===== src/design/grll_pkg.sv =====
// Package for the genotype read log-likelihood accumulator.
// Holds the fixed-point widths, symbol and register codes, the sequencer
// state type and small helper functions. Depends on nothing.
`timescale 1ns / 1ps

package grll_pkg;

  // Fixed-point format of the probabilities and of the log terms.
  localparam int FB     = 16;            // fraction bits
  localparam int CNT_W  = 16;            // read counter width
  localparam int PROB_W = FB + 1;        // Q1.FB probability, 1.0 included
  localparam int P_W    = FB + 2;        // p with FB+1 fraction bits, up to 1.0
  localparam int B_W    = FB + 2;        // q + m + q*m, up to 3.0
  localparam int T_W    = 2 * FB + 3;    // mixture t with 2FB+1 fraction bits
  localparam int E_W    = $clog2(T_W);   // leading-one position
  localparam int NSTEPS = $clog2(T_W);   // normalisation steps
  localparam int STEP_W = $clog2(NSTEPS);
  localparam int ITER_W = $clog2(FB);
  localparam int IP_W   = E_W + 1;       // signed integer part of log2
  localparam int L_W    = IP_W + FB;     // signed log2 value
  localparam int Y_W    = 31;            // Q1.30 mantissa
  localparam int MUL_W  = 32;            // shared multiplier operand width
  localparam int SUM_W  = 41;            // accumulated log-likelihood
  localparam int CFG_W  = PROB_W;        // widest configuration register
  localparam int CFG_IDX_W = 2;

  localparam logic [MUL_W-1:0]  LN2_Q32 = 32'hB172_17F8;
  localparam logic [PROB_W-1:0] ONE_F   = {1'b1, {FB{1'b0}}};
  localparam logic [P_W-1:0]    ONE_P   = {1'b1, {(FB + 1){1'b0}}};
  localparam logic [FB-1:0]     HALF    = {1'b1, {(FB - 1){1'b0}}};
  localparam logic [63:0]       RND_Q32 = 64'h0000_0000_8000_0000;

  // Pileup symbols.
  localparam logic [7:0] SYM_REF_UC = 8'h52;   // 'R'
  localparam logic [7:0] SYM_REF_LC = 8'h72;   // 'r'
  localparam logic [7:0] SYM_CASE   = 8'd32;   // lower case offset

  // Configuration register indexes.
  localparam logic [CFG_IDX_W-1:0] CFG_TUMOR_FRACTION = 2'd0;
  localparam logic [CFG_IDX_W-1:0] CFG_JOINT_GENOTYPE = 2'd1;
  localparam logic [CFG_IDX_W-1:0] CFG_VARIANT_LETTER = 2'd2;

  // Joint genotype codes, normal/tumor.
  localparam logic [3:0] GT_AA_AA = 4'd0;
  localparam logic [3:0] GT_AA_AB = 4'd1;
  localparam logic [3:0] GT_AA_BB = 4'd2;
  localparam logic [3:0] GT_AB_AA = 4'd3;
  localparam logic [3:0] GT_AB_AB = 4'd4;
  localparam logic [3:0] GT_AB_BB = 4'd5;
  localparam logic [3:0] GT_BB_AA = 4'd6;
  localparam logic [3:0] GT_BB_AB = 4'd7;
  localparam logic [3:0] GT_BB_BB = 4'd8;

  // Variant letter codes.
  localparam logic [1:0] VL_A = 2'd0;
  localparam logic [1:0] VL_C = 2'd1;
  localparam logic [1:0] VL_G = 2'd2;
  localparam logic [1:0] VL_T = 2'd3;

  typedef enum logic [3:0] {
    ST_IDLE,
    ST_MUL_A,
    ST_MUL_B,
    ST_MUL_PA,
    ST_MUL_PB,
    ST_SUM_T,
    ST_NORM,
    ST_SQR_MUL,
    ST_SQR_UPD,
    ST_LN_MAG,
    ST_LN_MUL,
    ST_ACC,
    ST_FIN
  } grll_state_t;

  // Probabilities above one saturate to one.
  function automatic logic [PROB_W-1:0] sat_prob(input logic [PROB_W-1:0] v);
    sat_prob = (v > ONE_F) ? ONE_F : v;
  endfunction

  function automatic logic [7:0] variant_ascii(input logic [1:0] code);
    logic [7:0] c;
    c = 8'h41;
    case (code)
      VL_A: c = 8'h41;
      VL_C: c = 8'h43;
      VL_G: c = 8'h47;
      VL_T: c = 8'h54;
      default: c = 8'h41;
    endcase
    variant_ascii = c;
  endfunction

endpackage


===== src/design/genotype_read_log_likelihood.sv =====
// A counted read occupies the block from its transfer through the shared
// multiplier states, normalisation and the 16 squaring iterations of the log2
// sequence to the accumulation; in_ready stays low until the block is idle.
// A read marked last then loads the result register in ST_FIN, which waits
// while the output is stalled. An uncounted read skips the sequence.
// Reset (rst_n low, synchronous) clears state, config, sum, count and out_valid.
`timescale 1ns / 1ps

module genotype_read_log_likelihood (
  input  logic                                clk,
  input  logic                                rst_n,
  input  logic                                in_valid,
  output logic                                in_ready,
  input  logic [7:0]                          in_base_symbol,
  input  logic [grll_pkg::PROB_W-1:0]         in_base_error,
  input  logic [grll_pkg::PROB_W-1:0]         in_map_error,
  input  logic                                in_last,
  output logic                                out_valid,
  input  logic                                out_ready,
  output logic signed [grll_pkg::SUM_W-1:0]   out_log_likelihood,
  output logic [grll_pkg::CNT_W-1:0]          out_reads_used,
  input  logic                                cfg_we,
  input  logic [grll_pkg::CFG_IDX_W-1:0]      cfg_index,
  input  logic [grll_pkg::CFG_W-1:0]          cfg_data
);

  localparam int FB     = grll_pkg::FB;
  localparam int PROB_W = grll_pkg::PROB_W;
  localparam int P_W    = grll_pkg::P_W;
  localparam int B_W    = grll_pkg::B_W;
  localparam int T_W    = grll_pkg::T_W;
  localparam int E_W    = grll_pkg::E_W;
  localparam int NSTEPS = grll_pkg::NSTEPS;
  localparam int STEP_W = grll_pkg::STEP_W;
  localparam int ITER_W = grll_pkg::ITER_W;
  localparam int IP_W   = grll_pkg::IP_W;
  localparam int L_W    = grll_pkg::L_W;
  localparam int Y_W    = grll_pkg::Y_W;
  localparam int MUL_W  = grll_pkg::MUL_W;
  localparam int SUM_W  = grll_pkg::SUM_W;
  localparam int CNT_W  = grll_pkg::CNT_W;

  // Configuration registers.
  logic [PROB_W-1:0] tf_r;
  logic [3:0]        gt_r;
  logic [1:0]        vl_r;

  grll_pkg::grll_state_t state_r, state_nxt;

  // Datapath registers.
  logic [PROB_W-1:0]      q_r, m_r, a_r;
  logic [P_W-1:0]         p_r;
  logic [B_W-1:0]         b_r;
  logic                   last_r;
  logic [2*MUL_W-1:0]     prod_r;
  logic [T_W-1:0]         t_r, x_r;
  logic [E_W-1:0]         e_r;
  logic [STEP_W-1:0]      step_r;
  logic [ITER_W-1:0]      iter_r;
  logic [Y_W-1:0]         y_r;
  logic [FB-1:0]          frac_r;
  logic [L_W-1:0]         mag_r;
  logic                   neg_r;
  logic signed [SUM_W-1:0] sum_r;
  logic [CNT_W-1:0]       count_r;
  logic                   out_valid_r;
  logic signed [SUM_W-1:0] out_sum_r;
  logic [CNT_W-1:0]       out_count_r;

  // Read classification and the genotype rule.
  logic                   accept;
  logic                   sym_ref, sym_var, used;
  logic [7:0]             vu;
  logic [PROB_W-1:0]      f_sat;
  logic [P_W-1:0]         pr, p_in;
  logic                   gt_ok;

  // Shared multiplier.
  logic [MUL_W-1:0]       mul_x, mul_y;

  // Datapath helpers.
  logic [2*FB:0]          rnd_prod;
  logic [T_W-1:0]         t_sum;
  logic [E_W-1:0]         shamt;
  logic                   hi_zero;
  logic [T_W-1:0]         x_sh;
  logic [T_W+Y_W-1:0]     x_ext;
  logic [Y_W:0]           sq;
  logic signed [IP_W-1:0] ip_val;
  logic signed [L_W-1:0]  l_val;
  logic [63:0]            rnd_ln;
  logic [L_W-1:0]         r_val;
  logic signed [L_W:0]    term;
  logic signed [SUM_W:0]  acc;
  logic signed [SUM_W-1:0] acc_sat;
  logic                   fin_load;

  assign in_ready           = (state_r == grll_pkg::ST_IDLE);
  assign accept             = in_valid && in_ready;
  assign out_valid          = out_valid_r;
  assign out_log_likelihood = out_sum_r;
  assign out_reads_used     = out_count_r;
  assign fin_load           = !out_valid_r || out_ready;

  always_comb begin
    vu      = grll_pkg::variant_ascii(vl_r);
    sym_ref = (in_base_symbol == grll_pkg::SYM_REF_UC) ||
              (in_base_symbol == grll_pkg::SYM_REF_LC);
    sym_var = !sym_ref && ((in_base_symbol == vu) ||
              (in_base_symbol == (vu + grll_pkg::SYM_CASE)));
    used    = sym_ref || sym_var;
    f_sat   = grll_pkg::sat_prob(tf_r);
    gt_ok   = 1'b1;
    pr      = '0;
    unique case (gt_r)
      grll_pkg::GT_AA_AA: pr = grll_pkg::ONE_P;
      grll_pkg::GT_AA_AB: pr = grll_pkg::ONE_P - P_W'(f_sat);
      grll_pkg::GT_AA_BB: pr = grll_pkg::ONE_P - {f_sat, 1'b0};
      grll_pkg::GT_AB_AA: pr = P_W'(grll_pkg::ONE_F) + P_W'(f_sat);
      grll_pkg::GT_AB_AB: pr = P_W'(grll_pkg::ONE_F);
      grll_pkg::GT_AB_BB: pr = P_W'(grll_pkg::ONE_F) - P_W'(f_sat);
      grll_pkg::GT_BB_AA: pr = {f_sat, 1'b0};
      grll_pkg::GT_BB_AB: pr = P_W'(f_sat);
      grll_pkg::GT_BB_BB: pr = '0;
      default: begin
        pr    = '0;
        gt_ok = 1'b0;
      end
    endcase
    // An unknown genotype gives a zero chance to either class.
    p_in = sym_ref ? pr : (gt_ok ? (grll_pkg::ONE_P - pr) : '0);
  end

  // Operand selection for the shared multiplier.
  always_comb begin
    mul_x = '0;
    mul_y = '0;
    case (state_r)
      grll_pkg::ST_MUL_A: begin
        mul_x = MUL_W'(grll_pkg::ONE_F - q_r);
        mul_y = MUL_W'(grll_pkg::ONE_F - m_r);
      end
      grll_pkg::ST_MUL_B: begin
        mul_x = MUL_W'(q_r);
        mul_y = MUL_W'(m_r);
      end
      grll_pkg::ST_MUL_PA: begin
        mul_x = MUL_W'(p_r);
        mul_y = MUL_W'(a_r);
      end
      grll_pkg::ST_MUL_PB: begin
        mul_x = MUL_W'(grll_pkg::ONE_P - p_r);
        mul_y = MUL_W'(b_r);
      end
      grll_pkg::ST_SQR_MUL: begin
        mul_x = MUL_W'(y_r);
        mul_y = MUL_W'(y_r);
      end
      grll_pkg::ST_LN_MUL: begin
        mul_x = MUL_W'(mag_r);
        mul_y = grll_pkg::LN2_Q32;
      end
      default: begin
        mul_x = '0;
        mul_y = '0;
      end
    endcase
  end

  always_comb begin
    rnd_prod = prod_r[2*FB:0] + (2*FB+1)'(grll_pkg::HALF);
    t_sum    = t_r + prod_r[T_W-1:0];
    shamt    = E_W'(1) << (STEP_W'(NSTEPS - 1) - step_r);
    hi_zero  = ((x_r >> (E_W'(T_W) - shamt)) == '0);
    x_sh     = hi_zero ? (x_r << shamt) : x_r;
    x_ext    = {x_sh, {Y_W{1'b0}}};
    sq       = prod_r[2*(Y_W-1)+1:Y_W-1];
    ip_val   = $signed({1'b0, e_r}) - IP_W'(2 * FB + 1);
    l_val    = $signed({ip_val, frac_r});
    rnd_ln   = prod_r + grll_pkg::RND_Q32;
    r_val    = rnd_ln[L_W+31:32];
    term     = neg_r ? -$signed({1'b0, r_val}) : $signed({1'b0, r_val});
    acc      = $signed({sum_r[SUM_W-1], sum_r}) + (SUM_W+1)'(term);
    // Overflow shows as a disagreement of the two top bits.
    if (acc[SUM_W] != acc[SUM_W-1]) begin
      acc_sat = acc[SUM_W] ? {1'b1, {(SUM_W-1){1'b0}}} : {1'b0, {(SUM_W-1){1'b1}}};
    end else begin
      acc_sat = acc[SUM_W-1:0];
    end
  end

  always_comb begin
    state_nxt = state_r;
    unique case (state_r)
      grll_pkg::ST_IDLE: begin
        if (accept) begin
          if (used) begin
            state_nxt = grll_pkg::ST_MUL_A;
          end else if (in_last) begin
            state_nxt = grll_pkg::ST_FIN;
          end
        end
      end
      grll_pkg::ST_MUL_A:  state_nxt = grll_pkg::ST_MUL_B;
      grll_pkg::ST_MUL_B:  state_nxt = grll_pkg::ST_MUL_PA;
      grll_pkg::ST_MUL_PA: state_nxt = grll_pkg::ST_MUL_PB;
      grll_pkg::ST_MUL_PB: state_nxt = grll_pkg::ST_SUM_T;
      grll_pkg::ST_SUM_T:  state_nxt = grll_pkg::ST_NORM;
      grll_pkg::ST_NORM: begin
        if (step_r == STEP_W'(NSTEPS - 1)) begin
          state_nxt = grll_pkg::ST_SQR_MUL;
        end
      end
      grll_pkg::ST_SQR_MUL: state_nxt = grll_pkg::ST_SQR_UPD;
      grll_pkg::ST_SQR_UPD: begin
        state_nxt = (iter_r == ITER_W'(FB - 1)) ? grll_pkg::ST_LN_MAG
                                                 : grll_pkg::ST_SQR_MUL;
      end
      grll_pkg::ST_LN_MAG: state_nxt = grll_pkg::ST_LN_MUL;
      grll_pkg::ST_LN_MUL: state_nxt = grll_pkg::ST_ACC;
      grll_pkg::ST_ACC: begin
        state_nxt = last_r ? grll_pkg::ST_FIN : grll_pkg::ST_IDLE;
      end
      grll_pkg::ST_FIN: begin
        if (fin_load) begin
          state_nxt = grll_pkg::ST_IDLE;
        end
      end
      default: state_nxt = grll_pkg::ST_IDLE;
    endcase
  end

  always_ff @(posedge clk) begin
    if (!rst_n) begin
      state_r <= grll_pkg::ST_IDLE;
    end else begin
      state_r <= state_nxt;
    end
  end

  // Configuration, accumulator and result register.
  always_ff @(posedge clk) begin
    if (!rst_n) begin
      tf_r        <= '0;
      gt_r        <= '0;
      vl_r        <= '0;
      sum_r       <= '0;
      count_r     <= '0;
      out_valid_r <= 1'b0;
    end else begin
      if (cfg_we) begin
        case (cfg_index)
          grll_pkg::CFG_TUMOR_FRACTION: tf_r <= cfg_data[PROB_W-1:0];
          grll_pkg::CFG_JOINT_GENOTYPE: gt_r <= cfg_data[3:0];
          grll_pkg::CFG_VARIANT_LETTER: vl_r <= cfg_data[1:0];
          default: ;
        endcase
      end
      if (state_r == grll_pkg::ST_ACC) begin
        sum_r <= acc_sat;
        if (count_r != '1) begin
          count_r <= count_r + 1'b1;
        end
      end
      if (state_r == grll_pkg::ST_FIN && fin_load) begin
        out_valid_r <= 1'b1;
        sum_r       <= '0;
        count_r     <= '0;
      end else if (out_ready) begin
        out_valid_r <= 1'b0;
      end
    end
  end

  // Datapath registers carry no reset.
  always_ff @(posedge clk) begin
    prod_r <= mul_x * mul_y;
    if (state_r == grll_pkg::ST_FIN && fin_load) begin
      out_sum_r   <= sum_r;
      out_count_r <= count_r;
    end
    unique case (state_r)
      grll_pkg::ST_IDLE: begin
        if (accept) begin
          q_r    <= grll_pkg::sat_prob(in_base_error);
          m_r    <= grll_pkg::sat_prob(in_map_error);
          p_r    <= p_in;
          last_r <= in_last;
        end
      end
      grll_pkg::ST_MUL_B: a_r <= rnd_prod[2*FB:FB];
      grll_pkg::ST_MUL_PA: begin
        b_r <= B_W'(q_r) + B_W'(m_r) + B_W'(rnd_prod[2*FB:FB]);
      end
      grll_pkg::ST_MUL_PB: t_r <= prod_r[T_W-1:0];
      grll_pkg::ST_SUM_T: begin
        // A zero mixture is taken as one LSB so that the log stays finite.
        x_r    <= (t_sum == '0) ? T_W'(1) : t_sum;
        e_r    <= E_W'(T_W - 1);
        step_r <= '0;
      end
      grll_pkg::ST_NORM: begin
        x_r    <= x_sh;
        y_r    <= x_ext[T_W+Y_W-1 -: Y_W];
        step_r <= step_r + 1'b1;
        if (hi_zero) begin
          e_r <= e_r - shamt;
        end
        iter_r <= '0;
        frac_r <= '0;
      end
      grll_pkg::ST_SQR_UPD: begin
        if (sq[Y_W]) begin
          y_r    <= sq[Y_W:1];
          frac_r <= {frac_r[FB-2:0], 1'b1};
        end else begin
          y_r    <= sq[Y_W-1:0];
          frac_r <= {frac_r[FB-2:0], 1'b0};
        end
        iter_r <= iter_r + 1'b1;
      end
      grll_pkg::ST_LN_MAG: begin
        neg_r <= l_val[L_W-1];
        mag_r <= l_val[L_W-1] ? L_W'(-l_val) : L_W'(l_val);
      end
      default: ;
    endcase
  end

`ifndef ASSERT_OFF
  a_busy_after_read: assert property (@(posedge clk) disable iff (!rst_n)
    accept && used |=> !in_ready)
    else $error("block took a further read while a counted read was at work");

  a_norm_leading_one: assert property (@(posedge clk) disable iff (!rst_n)
    state_r == grll_pkg::ST_NORM && step_r == STEP_W'(NSTEPS - 1) |=> x_r[T_W-1])
    else $error("normalisation ended without a leading one in the top bit");

  a_result_clears: assert property (@(posedge clk) disable iff (!rst_n)
    state_r == grll_pkg::ST_FIN && fin_load |=> out_valid && sum_r == '0 && count_r == '0)
    else $error("result load did not raise valid and clear the accumulator");

  a_count_monotonic: assert property (@(posedge clk) disable iff (!rst_n)
    rst_n && state_r != grll_pkg::ST_FIN |=> count_r >= $past(count_r))
    else $error("read counter fell outside a result load");
`endif

endmodule


===== config.mk =====
export PLATFORM = sky130hd
export DESIGN_NAME = genotype_read_log_likelihood
export DESIGN_NICKNAME = d
export VERILOG_FILES = /design/src/design/grll_pkg.sv /design/src/design/genotype_read_log_likelihood.sv
export SDC_FILE = /design/constraint.sdc
export NUM_CORES = 2
export LEC_CHECK = 0
export ABC_AREA = 1
export BUFFER_PORTS_ARGS = -buffer_cell sky130_fd_sc_hd__buf_2
export CORE_AREA = 5 5 318 382
export CTS_BUF_LIST = sky130_fd_sc_hd__clkbuf_2 sky130_fd_sc_hd__clkbuf_4 sky130_fd_sc_hd__clkbuf_8
export CTS_CLUSTER_SIZE = 25
export DETAILED_ROUTE_END_ITERATION = 8
export DIE_AREA = 0 0 323 387
export GPL_TIMING_DRIVEN = 0
export PLACE_DENSITY = 0.82
export SLEW_MARGIN = 20
export SYNTH_ARGS = -nofsm -noshare
export SYNTH_HDL_FRONTEND = slang
export SYNTH_SLANG_ARGS = --single-unit

===== constraint.sdc =====
create_clock -name clk -period 11.35 [get_ports clk]
set_input_delay 1.7025 -clock clk [delete_from_list [all_inputs] [get_ports clk]]
set_output_delay 1.7025 -clock clk [all_outputs]
set_load 0.005 [all_outputs]

== After elaboration in Yosys (flattened, before gate mapping) ==
Cells that the tools add are included.
Storage, ports and cells
  bits of input ports: 67
  logic and storage cells: 157
  output and inout port bits: 59
  bits in registers: 446
Operators by class
  mux-type cells: 33
  $add $sub $neg: 24
  bitwise logic cells: 1
  magnitude comparators: 3
  equal/unequal tests: 38
  multiply operators: 1
  shift operators: 3
  reduce and logical (&&, ||, !) cells: 27
Operator list (count)
  one-hot mux 32 bit (6 select lines): 2
  one-hot mux 18 bit (8 select lines): 1
  two-way mux 41 bit: 2
  logical NOT 35 bit: 2
  two-way mux 35 bit: 2
  one-hot mux 35 bit (2 select lines): 1
  multiplier 32 x 32 -> 62 bit: 1
  one-hot mux 31 bit (2 select lines): 1
  adder 55 x 32 -> 55 bit, second input constant: 1
  subtractor 17 x 17 -> 18 bit, first input constant: 3
  one-hot mux 4 bit (13 select lines): 1
  greater-than comparator 17 bit, second input constant: 3
  adder 41 x 24 -> 42 bit: 1
  two-way mux 18 bit: 2
  subtractor 18 bit, first input constant: 2
  adder 35 bit: 1
  left shift 35 x 6 -> 35 bit: 1
  >> shifter 35 x 6 -> 35 bit: 1
  adder 33 x 16 -> 33 bit, second input constant: 1
  equality test 4 x 3 -> 1 bit, second input constant: 8
  one-hot mux 16 bit (2 select lines): 1
  one-hot mux 8 bit (4 select lines): 1
  two-way mux 31 bit: 1
  equality test 4 bit, second input constant: 7
  other kinds (48): 83

== Logic depth before layout (Yosys ltp) ==
  depth after elaboration: 10
  mapped depth: 48
  mapped depth without buffers: 46

== Least setup slack after synthesis ==
OpenSTA, ideal clock, no wires.
  kind: register -> register
  start point: reg state_r[2]
  end point: reg prod_r[45]
  arrival: 8.660 ns
  setup time: 0.125 ns
  buffers on the path: 2
  slack: 2.566 ns
  period minus slack after synthesis: 8.784 ns
  data required time: 11.225 ns
  stages on the path, launching flop included: 32
  cell sequence: dfxtp_1 -> inv_1 -> nor2_1 -> inv_1 -> nor2_1 -> clkbuf_1 -> o211ai_1 -> nand3_1 -> clkbuf_1 -> nand2_1 -> fa_1 -> inv_1 -> fa_1 -> inv_1 -> fa_1 -> fa_1 -> fa_1 -> inv_1 -> fa_1 -> fa_1 -> fa_1 -> ha_1 -> nand2_1 -> nor2_1 -> nand2_1 -> nor4_1 -> a21oi_1 -> inv_1 -> a31oi_1 -> o21ai_0 -> a21oi_1 -> xnor2_1
Between the ends
  longest elaborated chain between the ends: 3
  elaborated cells between the ends (all ways): 9
  those cells by class: mul: 1; eq/ne: 6; mux: 2
RTL lines
  start: declaration: RTL line genotype_read_log_likelihood.sv:48  | grll_pkg::grll_state_t state_r, state_nxt;
  start signal: assignment: RTL line genotype_read_log_likelihood.sv:235  | state_r <= grll_pkg::ST_IDLE;
  start signal: assignment: RTL line genotype_read_log_likelihood.sv:237  | state_r <= state_nxt;
  equality test 4 bit (tied with other cells): RTL line genotype_read_log_likelihood.sv:138  | case (state_r)
  one-hot mux 32 bit (6 select lines): RTL line genotype_read_log_likelihood.sv:138
  multiplier 32 x 32 -> 62 bit *: RTL line genotype_read_log_likelihood.sv:277  | prod_r <= mul_x * mul_y;
  end signal: assignment: RTL line genotype_read_log_likelihood.sv:277
  end: declaration: RTL line genotype_read_log_likelihood.sv:55  | logic [2*MUL_W-1:0] prod_r;
Mark *: on every way between the ends. The rest lies on a longest branch, timed or not.
A chain may end at the register's enable or synchronous reset.

== Worst setup path in the final report ==
  start point: reg state_r[2]
  end point: reg prod_r[57]
The elaborated chain is that of the path after synthesis.

==> flow_metrics.env <==
export IMPL_status="finished with violations"
export IMPL_violations="DRC"
export IMPL_cts_buffer_depth=3
export IMPL_synth_nets=9772
export IMPL_fin_area_mm2=0.0687
export IMPL_fin_crit_ns=11.07
export IMPL_cts_htree_levels=3
export IMPL_yosysWarnings=0
export IMPL_fin_tns_setup_ns=0
export IMPL_cp_num_buf_inv=7
export IMPL_slowest_stage="nand3_1"
export IMPL_place_ws_ns=0.152
export IMPL_hold_violations=0
export IMPL_synth_distinct_cells=65
export IMPL_required_ns=12.03
export IMPL_crit_family="adder cells"
export IMPL_core_area_mm2=0.117
export IMPL_ys_seq_area_share_pct=18.6
export IMPL_synth_area_mm2=0.0641
export IMPL_cp_end_kind="register"
export IMPL_cts_buffers=76
export IMPL_rsz0062_at_grt="false"
export IMPL_ys_ff_latch=446
export IMPL_synthArstFlopShare_pct=0
export IMPL_power_leakage_nw=37.8
export IMPL_fin_ws_ns=0.279
export IMPL_rows=138
export IMPL_max_stage_delay_ns=0.84
export IMPL_die_height_um=387
export IMPL_gp_congestion=1.09
export IMPL_dpl_cell_area_mm2=0.0669
export IMPL_maxCapViolations=0
export IMPL_register_area_mm2=0.0119
export IMPL_fill_cells=11100
export IMPL_grt_first_pass_wirelength_um=377000
export IMPL_post_route_drc_count=3
export IMPL_fp_dieArea_mm2=0.125
export IMPL_numClockSinks=446
export IMPL_relSlewSlack_pct=13.0
export IMPL_chipWidth_um=323
export IMPL_wl_um=259000
export IMPL_multi_input_area_mm2=0.0431
export IMPL_dr_first_iter_drc_count=6260
export IMPL_powerDensity_mw_per_mm2=227
export IMPL_cts_clk_slew_worst_paths_ns=0.06
export IMPL_dpl_hpwl_um=214000
export IMPL_first_pass_iters=8
export IMPL_grt_max_degree=58
export IMPL_fin_util_pct=58.5
export IMPL_synthFlopType="edfxtp_1"
export IMPL_antenna_found_initial=12
export IMPL_postSynthCellCount=8422
export IMPL_vdd_drop_max_uv=179
export IMPL_crit_type="reg2reg"
export IMPL_avgSynthCellArea_um2=7.61
export IMPL_ios=126
export IMPL_postRouteAntennaNets=0
export IMPL_hp_class="reg2reg"
export IMPL_tightest_slew_ns=1.31
export IMPL_cts_root_buf="clkbuf_8"
export IMPL_post_cts_buffers=0
export IMPL_drive_gt1_share_pct=5.30
export IMPL_fin_skew_ns=0.0704
export IMPL_setup_violations=0
export IMPL_nets=9986
export IMPL_critPathArrivalTime_ns=11.75
export IMPL_area_growth_pct=7.17
export IMPL_fmax_ghz=0.0903
export IMPL_crit_fanout=44
export IMPL_vias=58800
export IMPL_initial_core_util_pct=54.6
export IMPL_track_usage_pct=41.0
export IMPL_post_route_period_util_pct=97.5
export IMPL_avgViaCountPerCell=5.74
export IMPL_grt_ovfl_total=0
export IMPL_grt_pass1_vias=59600
export IMPL_worstSkewPairLatency_ns=0.79
export IMPL_cp_common_cell="fa_1"
export IMPL_place_port_buffers=124
export IMPL_cts_tree="built"
export IMPL_wl_per_cell_um=25.2
export IMPL_drv_slew=0
export IMPL_setup_worst_path_start_class="register"
export IMPL_report_power_total_mw=15.6
export IMPL_synth_edf_count=299
==> worst register-to-register path: cells and delay by family, from the launching register on <==
family | cells | cell delay (ns)
XOR/XNOR | 1 | 0.27
adder cells (fa/ha/maj) | 9 | 4.71
buffers and inverters | 7 | 1.75
AO/OA/AOI/OAI | 5 | 1.33
AND/OR/NAND/NOR | 9 | 2.63
flip-flops | 1 | 0.35
==> cell usage in the layout (no fill, tap or decap), types with 51 or more instances in the layout <==
cell type and count:
fa_1 915, nand3_1 309, xor2_1 159, clkbuf_8 84, inv_1 2068, o21ai_0 352
ha_1 367, nand2_1 2068, clkbuf_1 186, o211ai_1 51, buf_2 187, a21oi_1 277
nor3_1 69, nor2_1 550, edfxtp_1 299, xnor2_1 65, dfxtp_1 147, nand4_1 59
==> synth_stat cells, types with 7 or more instances <==
cell / instances / area (um2)
xnor2_1: 65 / 569
nand4_1: 59 / 369
o31ai_1: 16 / 120
ha_1: 367 / 4590
buf_2: 65 / 325
o211ai_1: 51 / 383
a21o_1: 27 / 203
nand3b_1: 13 / 97.6
nand2_2: 10 / 62.6
a31oi_1: 43 / 269
a21oi_1: 277 / 1390
edfxtp_1: 299 / 8980
o22ai_1: 19 / 119
nor3_1: 70 / 350
nand3_1: 310 / 1550
inv_1: 2069 / 7770
dfxtp_1: 147 / 2940
nor2_1: 555 / 2080
and3_1: 8 / 50.1
clkbuf_1: 209 / 785
o21ai_0: 352 / 1760
nand2_1: 2070 / 7770
o21bai_1: 19 / 143
a221oi_1: 23 / 201
or2_2: 17 / 106
o21a_1: 11 / 82.6
buf_4: 10 / 75.1
fa_1: 916 / 18300
clkinv_1: 7 / 26.3
nor4_1: 37 / 231
xor2_1: 159 / 1390
buf_1: 11 / 41.3
inv_2: 9 / 33.8
a21boi_0: 12 / 90.1
nor2_2: 10 / 62.6
==> registers in the layout, indices dropped and copies added, names as in the netlist, 23 cells and up <==
register	flops
mag_r	23
out_log_likelihood	41
prod_r	62
sum_r	41
t_r	35
x_r	35
y_r	31
==> layout make-up <==
cell class              instances  area share (%)
clock inverters                34           0.517
well taps                    1540            2.81
multi-input cells            5589            62.8
flip-flops and latches        446            17.4
plain buffers                 300            1.95
diodes                         11          0.0401
repair buffers                137            1.17
inverters                    2086            11.4
clock buffers                 108            1.95
==> stage by stage <==
step	hold WS (ns)	cells
2_1_floorplan	0.415	8422
3_3_place_gp	0.453	10100
3_5_place_dp	0.446	10100
4_1_cts	0.474	10200
5_1_grt	0.485	10200
6_report	0.464	10300
==> power by group <==
group / internal, mW / total [mW] / switching [mW]
logic: 3.30 / 11.3 / 8.04
clock network: 0.893 / 1.66 / 0.769
registers: 2.27 / 2.61 / 0.340
total: 6.45 / 15.6 / 9.15
==> per-layer routing <==
| metal | vias up | GRT usage (%) | part of all wire [%] |
|---|---|---|---|
| met4 | 12 | 27.4 | 9.0 |
| met1 | 28300 | 49.8 | 36 |
| li1 | 25900 | - | - |
| met2 | 3521 | 64.2 | 44 |
| met5 | - | 0 | 0.033 |
| met3 | 1004 | 10.8 | 10 |
==> what timing repair did <==
| item | CTS | global route |
|---|---|---|
| setup endpoints to repair | 0 | 17 |
| hold buffers | 0 | 0 |
| resized for setup | 0 | 27 |
==> cell families after synthesis <==
group                    Yosys count  share of synthesized area, %
XOR/XNOR                         224                          3.06
flip-flops                       446                          18.6
multiplexers                       2                        0.0312
AND/OR/NAND/NOR                 3188                          20.3
AO/OA/AOI/OAI                    891                          7.95
adder cells (fa/ha/maj)         1283                          35.8
buffers and inverters           2387                          14.2
other                              1                       0.00585
==> path summary, 6_finish.rpt <==
| path | slack [ns] | cells after the start | start | endpoint |
|---|---|---|---|---|
| setup / recovery | 0.28 | 31 | state_r[2] | prod_r[57] |
| hold / removal | 0.46 | 0 | count_r[15] | out_reads_used[15] |
| setup reg to reg | 0.28 | 31 | state_r[2] | prod_r[57] |
| hold reg to reg | 0.46 | 0 | count_r[15] | out_reads_used[15] |
No activity file was read; power rests on OpenSTA's default activity.
